--- config.mk ---
export PLATFORM = sky130hd
export DESIGN_NAME = hsv_to_rgb_converter
export DESIGN_NICKNAME = d
export VERILOG_FILES = /design/src/hsv2rgb_pkg.sv /design/src/hsv_to_rgb_converter.sv /design/src/hsv2rgb_sector.sv /design/src/hsv2rgb_chan.sv
export SDC_FILE = /design/constraint.sdc
export NUM_CORES = 2
export LEC_CHECK = 0
export BUFFER_PORTS_ARGS = -buffer_cell sky130_fd_sc_hd__buf_2
export CAP_MARGIN = 10
export CELL_PAD_IN_SITES_DETAIL_PLACEMENT = 1
export CELL_PAD_IN_SITES_GLOBAL_PLACEMENT = 2
export CORE_ASPECT_RATIO = 1.1
export CORE_MARGIN = 4
export CORE_UTILIZATION = 42
export CTS_BUF_LIST = sky130_fd_sc_hd__clkbuf_4
export CTS_CLUSTER_SIZE = 28
export DETAILED_ROUTE_END_ITERATION = 12
export HOLD_SLACK_MARGIN = 0.02
export PLACE_DENSITY_LB_ADDON = 0.3
export SLEW_MARGIN = 20
export SYNTH_ARGS = -nofsm -noshare
export SYNTH_HDL_FRONTEND = slang
export SYNTH_SLANG_ARGS = --single-unit
--- constraint.sdc ---
create_clock -name i_clk -period 7.9 [get_ports i_clk]
set_input_delay 1.58 -clock i_clk [delete_from_list [all_inputs] [get_ports i_clk]]
set_output_delay 1.58 -clock i_clk [all_outputs]
set_load 0.01 [all_outputs]
--- src/hsv2rgb_pkg.sv ---
// hsv2rgb_pkg: shared constants and word types for the hsv to rgb converter
// no dependencies; imported by every module of the block
package hsv2rgb_pkg;

    localparam int HUE_FRAC_BITS  = 6;
    localparam int UNIT_FRAC_BITS = 10;

    // field widths
    localparam int HUE_W  = 15;
    localparam int UNIT_W = 11;
    localparam int CHAN_W = 8;

    // fixed point scale
    localparam int UNIT      = 1 << UNIT_FRAC_BITS;
    localparam int SECTOR_W  = 60 << HUE_FRAC_BITS;
    localparam int HUE_FULL  = 360 << HUE_FRAC_BITS;
    localparam int NUM_SECT  = 6;

    // internal widths
    localparam int SEC_W  = 3;
    localparam int FRAC_W = $clog2(SECTOR_W + 1);
    localparam int VS_W   = 2 * UNIT_FRAC_BITS + 1;
    localparam int PROD_W = VS_W + FRAC_W;
    localparam int NUM_W  = PROD_W + CHAN_W;

    // register stages of one channel pipe
    localparam int CH_LAT = 3;

    // denominator is 15 * 2^DEN_SHIFT; the power of two is a shift,
    // the factor 15 is a reciprocal multiply on the narrow quotient
    localparam int DEN_SHIFT = 2 * UNIT_FRAC_BITS + HUE_FRAC_BITS + 2;
    localparam int T_W       = 12;
    localparam int RECIP     = 34953;
    localparam int RECIP_SH  = 19;
    localparam int RECIP_W   = 16;

    typedef struct packed {
        logic [HUE_W-1:0]  hue_in;
        logic [UNIT_W-1:0] sat_in;
        logic [UNIT_W-1:0] val_in;
    } t_hsv_word;

    typedef struct packed {
        logic [CHAN_W-1:0] red_out;
        logic [CHAN_W-1:0] green_out;
        logic [CHAN_W-1:0] blue_out;
        logic              range_error;
    } t_rgb_word;

    // front stage word: per channel ramp weight g, 0..SECTOR_W
    typedef struct packed {
        logic              valid;
        logic              err;
        logic [VS_W-1:0]   vs;
        logic [UNIT_W-1:0] val;
        logic [FRAC_W-1:0] g_red;
        logic [FRAC_W-1:0] g_green;
        logic [FRAC_W-1:0] g_blue;
    } t_sect_word;

endpackage

--- src/hsv_to_rgb_converter.sv ---
// hsv_to_rgb_converter: top level of the hsv to rgb pixel converter
// depends on hsv2rgb_pkg, hsv2rgb_sector and hsv2rgb_chan
//
// Converts one pixel per clock from hsv (hue in 1/64 degree, saturation and
// value in Q1.10) to 8-bit rgb. A word is taken at every clock edge where
// start is high and busy is low; busy is only high during reset, so a new
// word may be issued in every cycle. The result appears on
// o_result, marked by o_valid for exactly one cycle; the receiver cannot
// stall it, so it must take every result as it comes. The
// pipeline is a front stage (range check, sector decode, v*s multiply), then
// per channel a product stage, a scale and shift stage and a reciprocal
// divide-by-15 stage. Out of range inputs give zero channels with
// range_error set.
module hsv_to_rgb_converter (
    input  logic                   i_clk,
    input  logic                   i_rst_n,
    input  logic                   start,
    output logic                   busy,
    input  hsv2rgb_pkg::t_hsv_word i_item,
    output logic                   o_valid,
    output hsv2rgb_pkg::t_rgb_word o_result
);
    import hsv2rgb_pkg::*;

    t_sect_word        sect;
    logic [CHAN_W-1:0] red, green, blue;
    logic [CH_LAT-1:0] r_vld;
    logic [CH_LAT-1:0] r_err;

    // no back pressure: only reset holds off new words
    assign busy = ~i_rst_n;

    // front stage
    hsv2rgb_sector u_sector (
        .i_clk   (i_clk),
        .i_rst_n (i_rst_n),
        .i_start (start),
        .i_item  (i_item),
        .o_sect  (sect)
    );

    // three identical channel pipes, each fed its own ramp weight
    hsv2rgb_chan u_chan_red (
        .i_clk  (i_clk),
        .i_vs   (sect.vs),
        .i_val  (sect.val),
        .i_g    (sect.g_red),
        .o_chan (red)
    );

    hsv2rgb_chan u_chan_green (
        .i_clk  (i_clk),
        .i_vs   (sect.vs),
        .i_val  (sect.val),
        .i_g    (sect.g_green),
        .o_chan (green)
    );

    hsv2rgb_chan u_chan_blue (
        .i_clk  (i_clk),
        .i_vs   (sect.vs),
        .i_val  (sect.val),
        .i_g    (sect.g_blue),
        .o_chan (blue)
    );

    // valid and error flags ride alongside the channel pipes
    always_ff @(posedge i_clk) begin
        if (!i_rst_n) begin
            r_vld <= '0;
        end else begin
            r_vld <= {r_vld[CH_LAT-2:0], sect.valid};
        end
        r_err <= {r_err[CH_LAT-2:0], sect.err};
    end

    assign o_valid              = r_vld[CH_LAT-1];
    assign o_result.range_error = r_err[CH_LAT-1];
    // out of range forces all channels to zero
    assign o_result.red_out     = r_err[CH_LAT-1] ? '0 : red;
    assign o_result.green_out   = r_err[CH_LAT-1] ? '0 : green;
    assign o_result.blue_out    = r_err[CH_LAT-1] ? '0 : blue;

    // every accepted word comes out after the pipeline latency
    a_accept_to_result : assert property (@(posedge i_clk) disable iff (!i_rst_n)
        (start && !busy) |-> ##(CH_LAT+1) o_valid)
        else $error("accepted word did not produce a result");

    // no result without a word accepted at the right time
    a_result_has_source : assert property (@(posedge i_clk) disable iff (!i_rst_n)
        o_valid |-> $past(start, CH_LAT+1))
        else $error("result strobe without a matching accepted word");

    // error results carry zero channels
    a_error_zero : assert property (@(posedge i_clk) disable iff (!i_rst_n)
        (o_valid && o_result.range_error) |->
        (o_result.red_out == '0 && o_result.green_out == '0 &&
         o_result.blue_out == '0))
        else $error("range error result with nonzero channel");

endmodule

--- src/hsv2rgb_sector.sv ---
// hsv2rgb_sector: range check, sector decode, ramp and v*s product
// depends on hsv2rgb_pkg
module hsv2rgb_sector (
    input  logic                    i_clk,
    input  logic                    i_rst_n,
    input  logic                    i_start,
    input  hsv2rgb_pkg::t_hsv_word  i_item,
    output hsv2rgb_pkg::t_sect_word o_sect
);
    import hsv2rgb_pkg::*;

    logic [SEC_W-1:0]  sec;
    logic [HUE_W-1:0]  rem;
    logic [FRAC_W-1:0] frac;
    logic [FRAC_W-1:0] full;
    logic [2*UNIT_W-1:0] vs_full;
    t_sect_word        n_sect;
    t_sect_word        r_sect;

    assign full = FRAC_W'(SECTOR_W);

    always_comb begin
        sec = '0;
        for (int k = 1; k < NUM_SECT; k++) begin
            if (i_item.hue_in >= HUE_W'(k * SECTOR_W)) begin
                sec = SEC_W'(k);
            end
        end
        // a full circle lands in the last sector with rem equal to the width
        rem     = i_item.hue_in - HUE_W'(sec * SECTOR_W);
        frac    = sec[0] ? (full - rem[FRAC_W-1:0]) : rem[FRAC_W-1:0];
        vs_full = i_item.sat_in * i_item.val_in;

        n_sect.valid = i_start;
        n_sect.err   = (i_item.hue_in > HUE_W'(HUE_FULL)) ||
                       (i_item.sat_in > UNIT_W'(UNIT)) ||
                       (i_item.val_in > UNIT_W'(UNIT));
        n_sect.vs    = vs_full[VS_W-1:0];
        n_sect.val   = i_item.val_in;

        case (sec)
            3'd0: begin
                n_sect.g_red = full;  n_sect.g_green = frac;  n_sect.g_blue = '0;
            end
            3'd1: begin
                n_sect.g_red = frac;  n_sect.g_green = full;  n_sect.g_blue = '0;
            end
            3'd2: begin
                n_sect.g_red = '0;    n_sect.g_green = full;  n_sect.g_blue = frac;
            end
            3'd3: begin
                n_sect.g_red = '0;    n_sect.g_green = frac;  n_sect.g_blue = full;
            end
            3'd4: begin
                n_sect.g_red = frac;  n_sect.g_green = '0;    n_sect.g_blue = full;
            end
            default: begin
                n_sect.g_red = full;  n_sect.g_green = '0;    n_sect.g_blue = frac;
            end
        endcase
    end

    always_ff @(posedge i_clk) begin
        if (!i_rst_n) begin
            r_sect <= '0;
        end else begin
            r_sect <= n_sect;
        end
    end

    assign o_sect = r_sect;

endmodule

--- src/hsv2rgb_chan.sv ---
// hsv2rgb_chan: one color channel, floor(255*num/den) over three stages
// depends on hsv2rgb_pkg
module hsv2rgb_chan (
    input  logic                                i_clk,
    input  logic [hsv2rgb_pkg::VS_W-1:0]        i_vs,
    input  logic [hsv2rgb_pkg::UNIT_W-1:0]      i_val,
    input  logic [hsv2rgb_pkg::FRAC_W-1:0]      i_g,
    output logic [hsv2rgb_pkg::CHAN_W-1:0]      o_chan
);
    import hsv2rgb_pkg::*;

    logic [FRAC_W-1:0]          d;
    logic [PROD_W-1:0]          n_base, r_base;
    logic [PROD_W-1:0]          n_prod, r_prod;
    logic [PROD_W-1:0]          diff;
    logic [NUM_W-1:0]           num;
    logic [T_W-1:0]             n_t, r_t;
    logic [T_W+RECIP_W-1:0]     quot;
    logic [CHAN_W-1:0]          n_q, r_q;

    // stage 1: v*unit*width and v*s*(width - g)
    assign d      = FRAC_W'(SECTOR_W) - i_g;
    assign n_base = (PROD_W'(i_val) << UNIT_FRAC_BITS) * PROD_W'(SECTOR_W);
    assign n_prod = PROD_W'(i_vs) * PROD_W'(d);

    // stage 2: times 255, drop the power of two of the denominator
    assign diff = r_base - r_prod;
    assign num  = {diff, CHAN_W'(0)} - NUM_W'(diff);
    assign n_t  = num[DEN_SHIFT+T_W-1:DEN_SHIFT];

    // stage 3: divide by 15 via reciprocal
    assign quot = (T_W+RECIP_W)'(r_t) * (T_W+RECIP_W)'(RECIP);
    assign n_q  = quot[RECIP_SH+CHAN_W-1:RECIP_SH];

    always_ff @(posedge i_clk) begin
        r_base <= n_base;
        r_prod <= n_prod;
        r_t    <= n_t;
        r_q    <= n_q;
    end

    assign o_chan = r_q;

endmodule
# Word level (Yosys, flattened, before mapping)

Index checks and enable logic that the tools add are counted.

Word-level logic and storage cells: 65
Bits in registers: 250

Reduce and logical (&&, ||, !) cells: 3
Equal/unequal tests: 4
Magnitude comparators: 8
Multiplexer cells: 10
$mul: 9
Bitwise gates (word level): 1
$add $sub $neg: 11

Operators by type and width:

| operator                 | number |
|---|---|
| $pmux W36 S5             | 1 |
| $sub A40 B33 Y40         | 3 |
| $mul A21 B12 Y33         | 3 |
| $sub A33 B33 Y33         | 3 |
| $mul A12 B16 Y27 const B | 3 |
| $sub A12 B12 Y12 const A | 4 |
| $ge A15 B14 Y1 const B   | 2 |
| $mux W8                  | 3 |
| $gt A11 B11 Y1 const B   | 2 |
| $mul A11 B11 Y21         | 1 |
| $ge A15 B12 Y1 const B   | 1 |
| $ge A15 B13 Y1 const B   | 1 |
| $ge A15 B15 Y1 const B   | 1 |
| $gt A15 B15 Y1 const B   | 1 |
| $mul A11 B4 Y15 const B  | 1 |
| $mux W12                 | 1 |
| $sub A12 B12 Y12         | 1 |
| $eq A3 B2 Y1 const B     | 2 |
| $mux W3                  | 2 |
| $mul A3 B4 Y4 const B    | 1 |
| $mux W2                  | 2 |
| $eq A3 B1 Y1 const B     | 1 |
| $eq A3 B3 Y1 const B     | 1 |
| $logic_not A3 Y1         | 1 |
| other kinds (3)          | 4 |

# Depth between registers and ports, before layout

Word-level depth: 11
Mapped depth: 30
Mapped depth without buffers: 27

# By module

Synthesis repeated with hierarchy kept, for this count alone.

Cells, all modules: 5523
Area total of the unflattened synthesis: 48619.1 µm²

By module, submodules not included:

| module                      | times used | cells each | area each (µm²) |
|---|---|---|---|
| hsv2rgb_chan (u_chan_red)   | 1          | 1604       | 14064.7 |
| hsv2rgb_chan (u_chan_blue)  | 1          | 1589       | 13878.3 |
| hsv2rgb_chan (u_chan_green) | 1          | 1587       | 13875.8 |
| hsv2rgb_sector              | 1          | 706        | 6437.4 |
| hsv_to_rgb_converter        | 1          | 37         | 362.8 |

# Worst setup path before layout

No wires, ideal clock.

Kind: register to register
Start point: reg u_sector.r_sect (netlist bit u_sector.o_sect[12])
End point: reg u_chan_green.r_prod[32]
Cell stages (with the launch flop): 29
Arrival: 6.482 ns
Period minus slack after synthesis: 6.555 ns
Library setup time: 0.072 ns
Buffers on the path: 3
Slack: 1.345 ns
Cells stage by stage: dfxtp_1 clkbuf_1 clkbuf_1 inv_1 ha_1 nor3b_1 nor2_1 xnor2_1 clkbuf_1 nand2_1 fa_1 inv_1 fa_1 inv_1 fa_1 inv_1 fa_1 inv_1 fa_1 inv_1 ha_1 nand3_1 a21oi_1 o31ai_1 o31ai_1 o41ai_1 o2111ai_1 a21oi_1 xnor2_1

Longest elaborated chain between the ends: 2

RTL lines:

| element                           | RTL line             | text |
|---|---|---|
| start, declared                   | hsv2rgb_sector.sv:18 | `t_sect_word r_sect;` |
| start signal, assigned            | hsv2rgb_sector.sv:67 | `r_sect <= n_sect;` |
| $sub A12 B12 Y12                  | hsv2rgb_chan.sv:22   | `assign d = FRAC_W'(SECTOR_W) - i_g;` |
| $mul A21 B12 Y33                  | hsv2rgb_chan.sv:24   | `assign n_prod = PROD_W'(i_vs) * PROD_W'(d);` |
| named net u_chan_green.n_prod[32] | hsv2rgb_chan.sv:14   | `logic [PROD_W-1:0] n_prod, r_prod;` |
| end signal, assigned              | hsv2rgb_chan.sv:37   | `r_prod <= n_prod;` |
| end, declared                     | hsv2rgb_chan.sv:14   |  |

The timed path passes the listed nets, and every way through them passes these cells.
A chain may end at the register's enable or synchronous reset.

# Worst setup path in the final report

Start point: reg u_sector.r_sect (netlist bit u_sector.o_sect[15])
End point: reg u_chan_green.r_prod[31]

The elaborated chain is that of the path after synthesis.

==> results by group <==
Min path
  – Worst Hold Class: reg2reg

Setup path
  – Critical Path Most Common Cell: fa_1
  – Worst EP required: 8.69 ns
  – Critical path type: reg2reg
  – Critical Path Fanout Max: 21
  – CP arrival: 8.09 ns
  – Worst path slowest cell: fa_1
  – Setup crit start kind: register
  – CP peak stage delay: 0.54 ns
  – Critical path capture point type: register

Placed design
  – Port-buffer cells: 66
  – Post-DP HPWL: 101 mm
  – GPL Wtd Cong: 0.834

Clocking
  – Clk buf depth: 3
  – TritonCTS clock tree: built
  – H-tree levels: 3
  – Hold-fix buffers at CTS: 0
  – Worst-Skew Late Latency: 0.95 ns
  – Clock root buffer: clkbuf_4
  – CTS Buf Count: 75
  – Clk sink count: 250
  – Post-CTS resize count: 0
  – Worst-path clk slew: 0.07 ns
  – Post-CTS Setup Inserts: 0

Outcome
  – Status: finished clean

Detailed routing
  – Number of antenna-violating nets in the routed design: 0
  – Detailed-route DRC error count: 0
  – Wire length per cell: 18.1 um
  – Post-Route WL: 121 mm
  – Post-DR vias/cell: 5.13
  – Routed vias: 34436
  – DR iter-0 viols: 1439
  – TritonRoute pass-1 iters: 5

Die
  – Core area: 0.106 mm2
  – Rows: 125
  – Io pins: 67
  – DIE AREA: 0.113 mm2
  – Initial Util: 42.6%
  – Die height: 352 um
  – Die extent in x: 321 um

STA
  – Hold Violations, Final: 0
  – Min cycle time layout: 7.30 ns
  – RSZ-0062 raised after global routing: no
  – Final TNS setup: 0 ns
  – Slew Viols, Final: 0
  – Worst-margin pin slew: 1.13 ns
  – Worst slew margin: 24.5%
  – Fin crit share: 92.4%
  – Fmax: 0.137 GHz
  – Final count of negative-setup-slack endpoints: 0
  – Max Clock Skew: 0.0810 ns

Synthesis
  – Share of the yosys chip area belonging to registers: 11.1%
  – Synth cell types: 78
  – Area share of the largest cell type after synthesis: 31.5%
  – Mapped Cells: 5243
  – Top_reg_cell synth: dfxtp_1
  – Commonest cells in the netlist: inv_1 (1053), fa_1 (712), nand2_1 (648)
  – Synth Area per Inst: 8.62 um2
  – Cell Area, Synth: 0.0452 mm2
  – Number of synthesized flops with an enable pin: 0
  – Synth area leaders: fa_1 (32%), ha_1 (16%), dfxtp_1 (11%)
  – Async SR Flop Fraction: 0%
  – Yosys top cell by area: fa_1
  – Number of synthesized register bits: 250
  – Count leader, synth: inv_1
  – Syn nets: 6562
  – Ys Warns: 0

Global routing
  – Initial antenna violation count: 9
  – Number of global-route vias before repair: 37967
  – Gr ovfl total: 0
  – Largest net degree at the start of global routing: 37
  – Tot GR Track Use: 22.1%
  – First-pass GRT wire length: 201 mm

Layout
  – Multi-input gate area: 0.0355 mm2
  – Area Growth Syn to Fin: 6.61%
  – Nets: 6581
  – Register Area: 0.00501 mm2
  – Share of layout cells above drive strength 1: 5.57%
  – Fillers: 12651

Flow run
  – Max-Cap Viols: 0
[per-layer routing]
metal	track usage [%]	vias up	routed length, um
met5	0	-	13
met4	5.21	2	2460
met3	3.05	133	4080
met2	37.6	423	58400
met1	29.8	17504	56400
li1	-	16374	-
[stage by stage]
| stage | hold WS (ns) | utilization [%] | instance area (um2) | instances | worst slack [ns] |
|---|---|---|---|---|---|
| floorplan | 0.310 | - | 45200 | 5243 | 1.35 |
| finish | 0.334 | 45.4 | 48200 | 6717 | 0.603 |
| CTS | 0.341 | 45.4 | 48200 | 6713 | 0.596 |
| global route | 0.342 | 45.4 | 48200 | 6715 | 0.0834 |
| global placement | 0.311 | 44.4 | 47200 | 6582 | 0.762 |
| detailed placement | 0.327 | 44.4 | 47200 | 6582 | 0.624 |
[state kept, by name (all words and copies together) (netlist names), 12 cells and up]
name	flops
u_sector.o_sect	70
u_chan_blue.r_prod	33
u_chan_green.r_prod	33
u_chan_red.r_prod	33
u_chan_blue.r_base	15
u_chan_blue.r_t	12
u_chan_green.r_t	12
u_chan_red.r_t	12
[layout make-up]
cell class / count / share of cell area, %
multi-input combinational: 3734 / 73.7
clock inverter: 33 / 0.626
tap: 1397 / 3.63
timing repair buffer: 148 / 1.96
clock buffer: 98 / 1.53
inverter: 1053 / 8.20
sequential: 250 / 10.4
antenna: 4 / 0.0208
[cells in the final DEF (no fill, tap or decap), types with 11 or more instances in the layout]
| cell type | synthesis | routed |
|---|---|---|
| or4_1 | 14 | 14 |
| fa_1 | 712 | 712 |
| nor4_1 | 32 | 32 |
| a21o_1 | 72 | 72 |
| o31ai_1 | 18 | 18 |
| o21bai_1 | 23 | 23 |
| nand3b_1 | 11 | 11 |
| clkinv_1 | 0 | 16 |
| ha_1 | 567 | 567 |
| inv_1 | 1053 | 1053 |
| dfxtp_1 | 250 | 249 |
| o21a_1 | 37 | 37 |
| xnor2_1 | 185 | 180 |
| xor2_1 | 101 | 101 |
| nor2_1 | 198 | 198 |
| a21oi_1 | 156 | 156 |
| nor2b_1 | 55 | 55 |
| nand4_1 | 27 | 27 |
| buf_4 | 1 | 82 |
| nand2b_1 | 38 | 38 |
| or2_2 | 11 | 11 |
| a211oi_1 | 17 | 17 |
| and2_1 | 370 | 370 |
| o2111ai_1 | 11 | 11 |
| buf_2 | 1 | 66 |
| a31oi_1 | 25 | 25 |
| nand2_1 | 648 | 648 |
| or3_1 | 19 | 19 |
| nor3_1 | 63 | 63 |
| nand3_1 | 58 | 58 |
| o21ai_0 | 106 | 105 |
| and3_1 | 22 | 22 |
| o211ai_1 | 16 | 16 |
| a21boi_0 | 11 | 11 |
| clkbuf_4 | 0 | 98 |
[final timing paths]
path / depth (start not counted) / to / slack (ns) / start
setup / recovery: 27 / u_chan_green.r_prod[31] / 0.60 / u_sector.o_sect[15]
hold / removal: 0 / r_err[2] / 0.33 / r_err[1]
setup reg to reg: 27 / u_chan_green.r_prod[31] / 0.60 / u_sector.o_sect[15]
hold reg to reg: 0 / r_err[2] / 0.33 / r_err[1]
[kinds of logic after synthesis]
group           Yosys count  share of synthesized area [%]
xor+xnor                290                           5.71
fa+ha+maj              1279                           47.2
simple gates           1594                           17.2
flops                   250                           11.1
compound gates          569                           8.21
mux                       2                         0.0443
buf+inv                1259                           10.5
[worst max-delay path, delay by kind of cell (launching register included)]
| kind | cells | cell delay [ns] |
|---|---|---|
| AOI/OAI and AO/OA | 9 | 2.23 |
| buffers and inverters | 4 | 0.45 |
| DFF | 1 | 0.35 |
| and+or+nand+nor | 6 | 1.12 |
| adders and majority gates | 6 | 2.74 |
| xor gates and xnor gates | 2 | 0.31 |
Power is not shown: default switching activity piles up to over one toggle a cycle in this logic, so the estimate is an artifact.
